<file path="src/design/rsbd_pkg.sv">
`timescale 1ns / 1ps
// ----------------------------------------------------------------------------
// rsbd_pkg
// Shared types and constants for the run-length sprite blit decoder.
// ----------------------------------------------------------------------------
package rsbd_pkg;

    localparam int CFG_INDEX_W = 8;
    localparam int CFG_DATA_W  = 16;

    localparam logic [CFG_INDEX_W-1:0] CFG_DEST_WIDTH  = 8'd0;
    localparam logic [CFG_INDEX_W-1:0] CFG_DEST_HEIGHT = 8'd1;
    localparam logic [CFG_INDEX_W-1:0] CFG_ORIGIN_X    = 8'd2;
    localparam logic [CFG_INDEX_W-1:0] CFG_ORIGIN_Y    = 8'd3;

    localparam logic [12:0] DEST_WIDTH_RESET  = 13'd320;
    localparam logic [12:0] DEST_HEIGHT_RESET = 13'd200;

    // Largest frame dimension the clipper honors.
    localparam logic [12:0] MAX_DIM = 13'd4096;

    // Control bytes with this bit set skip transparent pixels.
    localparam int SKIP_BIT = 7;

    typedef struct packed {
        logic        [12:0] dest_width;
        logic        [12:0] dest_height;
        logic signed [15:0] origin_x;
        logic signed [15:0] origin_y;
    } cfg_t;

endpackage

</file>
<file path="src/design/rle_sprite_blit_decoder.sv">
`timescale 1ns / 1ps
// ----------------------------------------------------------------------------
// rle_sprite_blit_decoder
// Decodes a transparent-skip run-length sprite stream into clipped pixel
// writes.
//
//   Channel   Dir  Beat contents (lowest bit first)
//   s_        in   tdata: data_byte[7:0]; tuser: start_req
//   m_        out  tdata: pixel_x[11:0], pixel_y[11:0], pixel_value[7:0];
//                  tuser: write_enable; tlast: last
//   cfg_      in   index 0..3: dest_width, dest_height, origin_x, origin_y
//
// One byte is accepted per cycle while the result register is not stalled;
// a result passes through the input register and then the result register.
// Bytes that produce no write and do not end a sprite give no output beat.
// Reset (aresetn low, synchronous) idles the parser until a start byte.
// A stall on m_tready holds the result; the input register keeps taking a
// byte in the cycle the result is taken.
// ----------------------------------------------------------------------------
module rle_sprite_blit_decoder (
    input  logic        aclk,
    input  logic        aresetn,
    input  logic        s_tvalid,
    output logic        s_tready,
    input  logic [7:0]  s_tdata,    // data_byte[7:0]
    input  logic [0:0]  s_tuser,    // start_req
    output logic        m_tvalid,
    input  logic        m_tready,
    output logic [31:0] m_tdata,    // pixel_x[11:0], pixel_y[23:12], pixel_value[31:24]
    output logic [0:0]  m_tuser,    // write_enable
    output logic        m_tlast,
    input  logic        cfg_valid,
    output logic        cfg_ready,
    input  logic [rsbd_pkg::CFG_INDEX_W-1:0] cfg_index,
    input  logic [rsbd_pkg::CFG_DATA_W-1:0]  cfg_data
);

    rsbd_pkg::cfg_t cfg;
    logic        we;
    logic [11:0] px, py;
    logic [7:0]  pv;

    rsbd_cfg u_cfg (
        .aclk      (aclk),
        .aresetn   (aresetn),
        .cfg_valid (cfg_valid),
        .cfg_ready (cfg_ready),
        .cfg_index (cfg_index),
        .cfg_data  (cfg_data),
        .cfg       (cfg)
    );

    rsbd_core u_core (
        .aclk     (aclk),
        .aresetn  (aresetn),
        .cfg      (cfg),
        .s_tvalid (s_tvalid),
        .s_tready (s_tready),
        .s_byte   (s_tdata),
        .s_start  (s_tuser[0]),
        .m_tvalid (m_tvalid),
        .m_tready (m_tready),
        .m_we     (we),
        .m_px     (px),
        .m_py     (py),
        .m_pv     (pv),
        .m_last   (m_tlast)
    );

    assign m_tdata = {pv, py, px};
    assign m_tuser = we;

endmodule

</file>
<file path="src/design/rsbd_cfg.sv">
`timescale 1ns / 1ps
// ----------------------------------------------------------------------------
// rsbd_cfg
// Configuration register file: frame size and sprite origin.
// ----------------------------------------------------------------------------
module rsbd_cfg (
    input  logic                               aclk,
    input  logic                               aresetn,
    input  logic                               cfg_valid,
    output logic                               cfg_ready,
    input  logic [rsbd_pkg::CFG_INDEX_W-1:0]   cfg_index,
    input  logic [rsbd_pkg::CFG_DATA_W-1:0]    cfg_data,
    output rsbd_pkg::cfg_t                     cfg
);

    rsbd_pkg::cfg_t cfg_reg;

    assign cfg_ready = 1'b1;
    assign cfg       = cfg_reg;

    always_ff @(posedge aclk) begin
        if (!aresetn) begin
            cfg_reg.dest_width  <= rsbd_pkg::DEST_WIDTH_RESET;
            cfg_reg.dest_height <= rsbd_pkg::DEST_HEIGHT_RESET;
            cfg_reg.origin_x    <= '0;
            cfg_reg.origin_y    <= '0;
        end else if (cfg_valid) begin
            case (cfg_index)
                rsbd_pkg::CFG_DEST_WIDTH:  cfg_reg.dest_width  <= cfg_data[12:0];
                rsbd_pkg::CFG_DEST_HEIGHT: cfg_reg.dest_height <= cfg_data[12:0];
                rsbd_pkg::CFG_ORIGIN_X:    cfg_reg.origin_x    <= $signed(cfg_data);
                rsbd_pkg::CFG_ORIGIN_Y:    cfg_reg.origin_y    <= $signed(cfg_data);
                default: ;
            endcase
        end
    end

endmodule

</file>
<file path="src/design/rsbd_core.sv">
`timescale 1ns / 1ps
// ----------------------------------------------------------------------------
// rsbd_core
// Input register, header/run parser with clipping, and result register.
// ----------------------------------------------------------------------------
module rsbd_core (
    input  logic            aclk,
    input  logic            aresetn,
    input  rsbd_pkg::cfg_t  cfg,
    input  logic            s_tvalid,
    output logic            s_tready,
    input  logic [7:0]      s_byte,
    input  logic            s_start,
    output logic            m_tvalid,
    input  logic            m_tready,
    output logic            m_we,
    output logic [11:0]     m_px,
    output logic [11:0]     m_py,
    output logic [7:0]      m_pv,
    output logic            m_last
);

    typedef enum logic [2:0] {
        PH_DONE, PH_HDR1, PH_HDR2, PH_HDR3, PH_CTRL, PH_LIT
    } phase_t;

    // Input register.
    logic       in_valid_reg;
    logic [7:0] in_byte_reg;
    logic       in_start_reg;

    // Parser state.
    phase_t      phase_reg, phase_next;
    logic [15:0] width_reg, width_next;
    logic [15:0] height_reg, height_next;
    logic [15:0] row_reg, row_next;
    logic [16:0] col_reg, col_next;
    logic [6:0]  lit_reg, lit_next;

    // Result register.
    logic        out_valid_reg;
    logic        we_reg, last_reg;
    logic [11:0] px_reg, py_reg;
    logic [7:0]  pv_reg;

    logic        advance;
    logic        we_next, last_next;
    logic [11:0] px_next, py_next;
    logic [7:0]  pv_next;
    logic        end_chk;
    logic [16:0] col_after;
    logic [6:0]  lit_dec;

    logic signed [18:0] x_pos;
    logic signed [17:0] y_pos;
    logic [12:0]        wlim, hlim;
    logic               in_frame;

    assign advance  = in_valid_reg && (!out_valid_reg || m_tready);
    assign s_tready = !in_valid_reg || advance;

    // Destination position of the current literal and its clip test.
    assign x_pos = {{3{cfg.origin_x[15]}}, cfg.origin_x} + $signed({2'b00, col_reg});
    assign y_pos = {{2{cfg.origin_y[15]}}, cfg.origin_y} + $signed({2'b00, row_reg});
    assign wlim  = (cfg.dest_width  > rsbd_pkg::MAX_DIM) ? rsbd_pkg::MAX_DIM : cfg.dest_width;
    assign hlim  = (cfg.dest_height > rsbd_pkg::MAX_DIM) ? rsbd_pkg::MAX_DIM : cfg.dest_height;
    assign in_frame = !x_pos[18] && !y_pos[17]
                   && (x_pos[17:0] < {5'b0, wlim}) && (y_pos[16:0] < {4'b0, hlim});
    assign lit_dec = lit_reg - 7'd1;

    always_comb begin
        phase_next  = phase_reg;
        width_next  = width_reg;
        height_next = height_reg;
        row_next    = row_reg;
        col_next    = col_reg;
        lit_next    = lit_reg;
        we_next     = 1'b0;
        last_next   = 1'b0;
        px_next     = '0;
        py_next     = '0;
        pv_next     = '0;
        end_chk     = 1'b0;
        col_after   = col_reg;

        if (in_start_reg) begin
            width_next  = {8'h00, in_byte_reg};
            height_next = '0;
            row_next    = '0;
            col_next    = '0;
            lit_next    = '0;
            phase_next  = PH_HDR1;
        end else begin
            case (phase_reg)
                PH_HDR1: begin
                    width_next = {in_byte_reg, width_reg[7:0]};
                    phase_next = PH_HDR2;
                end
                PH_HDR2: begin
                    height_next = {8'h00, in_byte_reg};
                    phase_next  = PH_HDR3;
                end
                PH_HDR3: begin
                    height_next = {in_byte_reg, height_reg[7:0]};
                    row_next    = '0;
                    col_next    = '0;
                    lit_next    = '0;
                    if (width_reg == 16'd0 || height_next == 16'd0) begin
                        phase_next = PH_DONE;
                        last_next  = 1'b1;
                    end else begin
                        phase_next = PH_CTRL;
                    end
                end
                PH_CTRL: begin
                    if (in_byte_reg[rsbd_pkg::SKIP_BIT]) begin
                        col_after = col_reg + {10'b0, in_byte_reg[6:0]};
                        col_next  = col_after;
                        end_chk   = 1'b1;
                    end else if (in_byte_reg != 8'h00) begin
                        lit_next   = in_byte_reg[6:0];
                        phase_next = PH_LIT;
                    end
                end
                PH_LIT: begin
                    // Literals past the row end are consumed but not placed.
                    if (col_reg < {1'b0, width_reg}) begin
                        if (in_frame) begin
                            we_next = 1'b1;
                            px_next = x_pos[11:0];
                            py_next = y_pos[11:0];
                            pv_next = in_byte_reg;
                        end
                        col_after = col_reg + 17'd1;
                    end
                    col_next = col_after;
                    lit_next = lit_dec;
                    if (lit_dec == 7'd0) begin
                        phase_next = PH_CTRL;
                        end_chk    = 1'b1;
                    end
                end
                default: ;
            endcase

            if (end_chk && col_after >= {1'b0, width_reg}) begin
                col_next = '0;
                row_next = row_reg + 16'd1;
                if (row_next >= height_reg) begin
                    phase_next = PH_DONE;
                    last_next  = 1'b1;
                end
            end
        end
    end

    always_ff @(posedge aclk) begin
        if (!aresetn) begin
            in_valid_reg  <= 1'b0;
            out_valid_reg <= 1'b0;
            phase_reg     <= PH_DONE;
            width_reg     <= '0;
            height_reg    <= '0;
            row_reg       <= '0;
            col_reg       <= '0;
            lit_reg       <= '0;
            we_reg        <= 1'b0;
            last_reg      <= 1'b0;
            px_reg        <= '0;
            py_reg        <= '0;
            pv_reg        <= '0;
        end else begin
            if (s_tvalid && s_tready) begin
                in_valid_reg <= 1'b1;
            end else if (advance) begin
                in_valid_reg <= 1'b0;
            end

            if (advance) begin
                out_valid_reg <= we_next || last_next;
                phase_reg     <= phase_next;
                width_reg     <= width_next;
                height_reg    <= height_next;
                row_reg       <= row_next;
                col_reg       <= col_next;
                lit_reg       <= lit_next;
                we_reg        <= we_next;
                last_reg      <= last_next;
                px_reg        <= px_next;
                py_reg        <= py_next;
                pv_reg        <= pv_next;
            end else if (m_tready) begin
                out_valid_reg <= 1'b0;
            end
        end
    end

    always_ff @(posedge aclk) begin
        if (s_tvalid && s_tready) begin
            in_byte_reg  <= s_byte;
            in_start_reg <= s_start;
        end
    end

    assign m_tvalid = out_valid_reg;
    assign m_we     = we_reg;
    assign m_last   = last_reg;
    assign m_px     = px_reg;
    assign m_py     = py_reg;
    assign m_pv     = pv_reg;

    // A delivered beat always carries a write or the end of a sprite.
    assert property (@(posedge aclk) disable iff (!aresetn)
        out_valid_reg |-> (we_reg || last_reg))
        else $error("result beat with neither write nor last");

    // Beats without a write carry zeroed pixel fields.
    assert property (@(posedge aclk) disable iff (!aresetn)
        (out_valid_reg && !we_reg) |-> (px_reg == 12'd0 && py_reg == 12'd0 && pv_reg == 8'd0))
        else $error("pixel fields not cleared on a non-write beat");

    // A run in progress always has literals left.
    assert property (@(posedge aclk) disable iff (!aresetn)
        (phase_reg == PH_LIT) |-> (lit_reg != 7'd0))
        else $error("literal run with no bytes left");

    // Waiting for a control byte, the column lies inside the row.
    assert property (@(posedge aclk) disable iff (!aresetn)
        (phase_reg == PH_CTRL) |-> (col_reg < {1'b0, width_reg}))
        else $error("column past row end at a control byte");

    // A processed start byte always leads to the second header byte.
    assert property (@(posedge aclk) disable iff (!aresetn)
        (advance && in_start_reg) |=> (phase_reg == PH_HDR1))
        else $error("start byte did not restart the header");

endmodule
</file>
<file path="config.mk">
export PLATFORM = sky130hd
export DESIGN_NAME = rle_sprite_blit_decoder
export DESIGN_NICKNAME = d
export VERILOG_FILES = /design/src/design/rsbd_pkg.sv /design/src/design/rle_sprite_blit_decoder.sv /design/src/design/rsbd_cfg.sv /design/src/design/rsbd_core.sv
export SDC_FILE = /design/constraint.sdc
export NUM_CORES = 1
export LEC_CHECK = 0
export BUFFER_PORTS_ARGS = -buffer_cell sky130_fd_sc_hd__buf_2
export CELL_PAD_IN_SITES_DETAIL_PLACEMENT = 0
export CELL_PAD_IN_SITES_GLOBAL_PLACEMENT = 2
export CORE_MARGIN = 2
export CORE_UTILIZATION = 34
export CTS_CLUSTER_SIZE = 25
export DETAILED_ROUTE_END_ITERATION = 12
export GPL_ROUTABILITY_DRIVEN = 1
export PLACE_DENSITY_LB_ADDON = 0.3
export SLEW_MARGIN = 20
export SYNTH_ARGS = -nofsm -noshare
export SYNTH_HDL_FRONTEND = slang
export SYNTH_SLANG_ARGS = --single-unit
</file>
<file path="constraint.sdc">
create_clock -name aclk -period 4.5 [get_ports aclk]
set_clock_uncertainty 0.05 [all_clocks]
set_input_delay 0.9 -clock aclk [delete_from_list [all_inputs] [get_ports aclk]]
set_output_delay 0.9 -clock aclk [all_outputs]
set_load 0.005 [all_outputs]
</file>
# Word-level counts from Yosys, hierarchy flattened
# Cells that the tools add are included.
# W data, S select, Z words.
[word_totals]
ff_bits = 178
in_bits = 38
output_inout_bits = 37
wordCells = 140
[classes]
add_sub_neg = 6
n_lt_le_gt_ge = 7
eq_ne = 11
muxes = 57
n_reduce_logical = 38
[ops]
columns = ["operator", "n"]
rows = [
  ["$mux W12", 8],
  ["$mux W16", 6],
  ["$mux W17", 5],
  ["$pmux W17 S3", 1],
  ["$pmux W17 S2", 1],
  ["$logic_not A16 Y1", 2],
  ["$mux W8", 4],
  ["$pmux W16 S2", 1],
  ["$gt A13 B13 Y1 const B", 2],
  ["$mux W13", 2],
  ["$mux W3", 7],
  ["$mux W7", 3],
  ["$pmux W7 S3", 1],
  ["$add A16 B18 Y19", 1],
  ["$add A16 B17 Y18", 1],
  ["$lt A18 B13 Y1", 1],
  ["$reduce_and A2 Y1", 9],
  ["$add A17 B1 Y17 const B", 1],
  ["$add A17 B7 Y17", 1],
  ["$ge A17 B16 Y1", 1],
  ["$lt A17 B13 Y1", 1],
  ["$lt A17 B16 Y1", 1],
  ["$add A16 B1 Y16 const B", 1],
  ["$eq A8 B2 Y1 const B", 2],
  ["24 further kinds", 56],
]

# Depth between registers and ports, before layout
[logic_depth]
word_depth = 11
ltp_mapped = 23
ltp_nobuf = 21

# Hierarchy
# Synthesis repeated with hierarchy kept, for this count alone.
[unflattened]
cells_unflattened = 1359
area_unflattened_um2 = 11576.1
[by_module_without_submodules]
columns = ["mod", "n_inst", "cells_each", "area_per_inst_um2", "seq_area_each_um2"]
rows = [
  ["rsbd_core", 1, 1141, 9302.7, 2492.4],
  ["rsbd_cfg", 1, 218, 2273.4, 1161.1],
]

# Worst setup path after synthesis
# Ideal clock, no wire load.
[synth_path]
path_type = "register to register"
startpoint = "register u_core.col_reg[2]"
endpoint = "register u_core.row_reg[12]"
setup_ns = 0.083
arrival_ns = 4.795
required_time_ns = 4.367
setup_slack_ns = -0.428
stages_incl_launch_ff = 22
n_path_buf = 2
synth_period_minus_slack_ns = 4.928
cell_sequence = "dfxtp_1 ha_1 or4_1 a21oi_1 o41ai_1 a41oi_2 buf_2 a32oi_1 nor4_1 and3_1 nand2_1 xnor2_1 ha_1 nand2_1 nor3_1 o211ai_1 nand4_1 a2bb2oi_1 a2111o_1 buf_2 or4_1 o221ai_1"
[synth_between]
elab_chain_len = 8
word_cells_on_any_way = 13
classes_between = "add/sub: 2; order compare: 2; mux: 6; reduce/logical: 3"
[synth_rtl]
columns = ["element", "line_no", "text"]
rows = [
  ["from (decl)", "rsbd_core.sv:37", "logic [16:0] col_reg, col_next;"],
  ["from (signal assigned)", "rsbd_core.sv:185", "col_reg <= col_next;"],
  ["$add A17 B1 Y17, or another cell as far along", "rsbd_core.sv:134", "col_after = col_reg + 17'd1;"],
  ["$mux W17 (on tied branches)", "rsbd_core.sv:127, rsbd_core.sv:116", ""],
  ["$pmux W17 S2 *", "rsbd_core.sv:94", "case (phase_reg)"],
  ["$mux W17 *", "rsbd_core.sv:86", "if (in_start_reg) begin"],
  ["$ge A17 B16 Y1 *", "rsbd_core.sv:146", "if (end_chk && col_after >= {1'b0, width_reg}) begin"],
  ["$logic_and A1 B1 Y1 *", "rsbd_core.sv:146", ""],
  ["$reduce_bool A3 Y1 (no source line) / $mux W16 (equally long branches)", "-", ""],
  ["$reduce_and A2 Y1 (no source line) / $mux W16 (equally long branches)", "-", ""],
  ["to (signal assigned)", "rsbd_core.sv:184", "row_reg <= row_next;"],
  ["to (decl)", "rsbd_core.sv:36", "logic [15:0] row_reg, row_next;"],
]
# Every way passes the cells marked *; elsewhere a longest branch is shown, timed or not. The select of a mux whose other input is x is not followed.
# A chain may end at the register's enable or synchronous reset.

# Worst setup path in the final report
[layout_path]
startpoint = "register u_core.width_reg[2]"
endpoint = "register u_core.row_reg[13]"
[layout_between]
elab_chain_len = 8
word_cells_on_any_way = 10
classes_between = "order compare: 2; mux: 5; reduce/logical: 3"
[layout_rtl]
columns = ["element", "line_no", "text"]
rows = [
  ["from (decl)", "rsbd_core.sv:34", "logic [15:0] width_reg, width_next;"],
  ["from (signal assigned)", "rsbd_core.sv:182", "width_reg <= width_next;"],
  ["$lt A17 B16 Y1", "rsbd_core.sv:127", "if (col_reg < {1'b0, width_reg}) begin"],
  ["$mux W17", "rsbd_core.sv:127", ""],
  ["$pmux W17 S2", "rsbd_core.sv:94", ""],
  ["$mux W17", "rsbd_core.sv:86", ""],
  ["$ge A17 B16 Y1 *", "rsbd_core.sv:146", ""],
  ["$logic_and A1 B1 Y1 *", "rsbd_core.sv:146", ""],
  ["$reduce_bool A3 Y1 (no source line) / $mux W16 (equally long branches)", "-", ""],
  ["$reduce_and A2 Y1 (no source line) / $mux W16 (equally long branches)", "-", ""],
]
# Marked as above.

==> results summary <==
The class of the most critical setup path is reg2reg. The remaining design rule violation count came out at 0. In this run the deepest clock path goes through 2 buffers. The signal on the critical path passes through inv_2, ha_2, or4_4, a21oi_4, o41ai_2, a41oi_2, buf_6, buf_4, buf_4, buf_4, mux2i_2, a211oi_2, a21o_1, ha_1, nand3_1, a21oi_1, o211ai_1, nand4_1, buf_4, a2bb2oi_2, a2111o_2, buf_6, or4_4, o221ai_2.

After the last flow step, the layout net total stands at 1714. The sequential cell area in the final layout is 3670 um^2. For the worst-skew pair, the clock arrives at the later sink with an insertion delay of 0.46 ns. The leakage power came out at 6.75 nW. The cell with the most instances on the worst path is buf_4. The final reports fail on negative setup slack. On the critical path, the stage with the largest delay is an instance of or4_4.

The port buffer count is 73. Clock tree synthesis selected as its root buffer the cell clkbuf_16. The required arrival time at the worst endpoint is 4.82 ns. In this run the tightest slew margin relative to its limit is 0.436. The min-delay analysis places its worst path in the category reg2reg. The layout overhead on the synthesized area is 30.4%.

The I/O pin count is 75. The region available for standard cell placement spans 32800 um^2. The number of cells in the finished layout apart from fillers came out at 2011.

The final count of pins violating max slew was 0. For this block, the routed nets add up to 37.9 mm of wire. The run finished, with violations left. Leaving out fill and tap cells, the most frequent cells in the layout are buf_4, dfxtp_1, nand2_1, nor2_1, ha_1.

The number of warnings issued by yosys is 0. The post-synthesis instance area came out at 11400 um^2. The first-pass iteration count of the detailed router came out at 5. The count of placed standard cells including taps is 1945.

The count of antenna-violating nets left after detailed routing is 0. Setup repair after global routing could not meet its margin everywhere. The final number of hold-violating endpoints is 0.

The number of global-route vias before repair is 10300. The overall global routing resource usage is 0.214. The average cell area after synthesis is 8.57 um^2. The register bit count reported by yosys came out at 178. The number of buffer and inverter stages on the critical path came out at 7.

The total global routing overflow is 0. The initial antenna violation count came out at 0. The first-iteration detailed-routing DRC count came out at 532. The kind of cell adding the most delay to the critical path is compound AO/OA/AOI/OAI gates. STA classifies the critical path startpoint as a flop. The starting density of the core is 0.347. After synthesis, the cell types taking the most area are dfxtp_1, ha_1, mux2i_1. The placement row count is 66.

The measured slew at the worst slew-check pin came out at 0.846 ns. The H-tree depth is 4. In this run, CTS created clock tree buffers numbering 17. Max-cap violations in this run came to 0. The number of instances in the synthesized netlist is 1327. After clock tree synthesis, the clock-pin slew on the worst setup and hold paths is 0.07 ns.

The data arrival time of the critical path is 5.03 ns. Of the synthesized area, sequential elements account for 0.321. Setup violations remaining at the end of the flow were counted as 49. The most used flip-flop cell after synthesis is dfxtp_1. The routed layout has 10600 vias. The TritonCTS clock tree is done. The worst setup margin is -0.203 ns. Counting flops with an async set or reset pin after synthesis yields a share of 0. The ratio of routed vias to standard cells is 5.26. The worst stage delay on the critical path is 0.53 ns. The global-route wire length before repair came out at 58.4 mm.

The synthesized netlist net count is 1485. The count of flip-flops with a built-in enable after synthesis came out at 9. The fraction of synthesized cell area taken by the top area cell type is 0.297.

Routability-driven placement finished with a final weighted congestion of 0.892. The ratio of final minimum period to clock period is 1.05. In the final routed layout, each cell accounts on average for 18.9 um. Leaving out fill and tap cells, the most frequent cell in the layout is buf_4.

The areal power density over the cells is 229 nW/um^2. The register with the most flip-flops in the layout has 58 of them. The largest net degree at the start of global routing came out at 59. The final critical-path required period is 4.70 ns. Along the worst path, the maximum fanout reaches 7. The number of diodes added for antenna fixing came out at 0. The kind of capture point of the worst setup path is a flop. The final-layout fill cell count came out at 3255. The HPWL after detailed placement came out at 27.3 mm. The power consumption came out at 3.40 mW. The largest total area in the synthesized netlist belongs to dfxtp_1. The fraction of final layout cells with drive strength greater than 1 is 0.264. Counting distinct cell types in the post-synthesis netlist gives 75. The die area came out at 34900 um^2. The area used by multi-input combinational logic came out at 7850 um^2.

The die extent in x came out at 187 um. The fmax came out at 213 MHz. The worst-case vdd ir drop is 0.274 mV. The tightest hold path in the finished design has a slack of 0.404 ns. The height of the die came out at 187 um. The count of clock tree sinks is 178.
[metal layers]
metal	routed length, um	vias to the layer above	share of wire	track usage
met5	0	-	0	0
met4	796	0	0.021	0.0687
met3	1280	38	0.034	0.0364
met2	17600	201	0.46	0.354
met1	18200	5037	0.48	0.284
li1	-	5301	-	-
[through the flow]
stage	area (um^2)	util	worst slack, ns	setup TNS [ns]
finish	14800	0.453	-0.203	-2.63
global route	14800	0.453	-0.415	-18.82
floorplan	11400	-	0.00695	0
global placement	13300	0.407	-0.799	-30.57
CTS	14400	0.439	-0.202	-7.55
detailed placement	13300	0.407	-0.713	-29.23
[cell families after synthesis]
logic type | share of synthesized area
xor+xnor | 0.0462
other cells | 0.000330
buf+inv | 0.0423
fa+ha+maj | 0.134
flops | 0.321
compound gates | 0.199
simple gates | 0.195
mux | 0.0626
[Yosys cell counts, types with 17 or more instances]
library cell and n:
a22o_1 40, dfxtp_1 169, a21o_1 27, nor2_1 112, mux2i_1 70, a22oi_1 18, nor4_1 17, nor3_1 26
xor2_1 17, a211oi_1 19, nand2_1 130, o21ai_0 49, a21oi_1 70, inv_1 70, nand3_1 43, ha_1 117
nor2b_1 38, clkbuf_1 39, xnor2_1 43
[layout make-up]
cell class                 instances  share of cell area
clock buffer                      20              0.0308
clock inverter                    12             0.00649
inverter                          71              0.0180
multi-input combinational       1027               0.529
sequential                       178               0.248
tap                              442              0.0373
timing repair buffer             261               0.131
[timing repair]
| item | CTS | global route |
|---|---|---|
| pin swaps | 45 | 60 |
| setup buffers | 21 | 14 |
| setup endpoints to repair | 69 | 69 |
| hold buffers | 0 | 0 |
| cloned | 3 | 0 |
| gates resized for setup | 63 | 84 |
[worst min-delay path, stage by stage, from the launching register on]
cell	delay (ns)
dfxtp_1	0.31
nand2_1	0.05
a21oi_1	0.05
[worst paths after layout]
check                       from                  to  slack (ns)  depth (start not counted)
max reg2reg  u_core.width_reg[2]  u_core.row_reg[13]       -0.20                         24
min reg2reg        u_core.m_last       u_core.m_last        0.40                          2
min                u_core.m_last       u_core.m_last        0.40                          2
max          u_core.width_reg[2]  u_core.row_reg[13]       -0.20                         24
[report_power, final]
group	leakage, nW	internal [mW]	switching (mW)	total (mW)
sequential	1.46	1.60	0.0145	1.61
clock	0.266	0.748	0.722	1.47
combinational	5.02	0.121	0.197	0.319
total	6.75	2.47	0.934	3.40
Power figures use the tool's default switching activity.
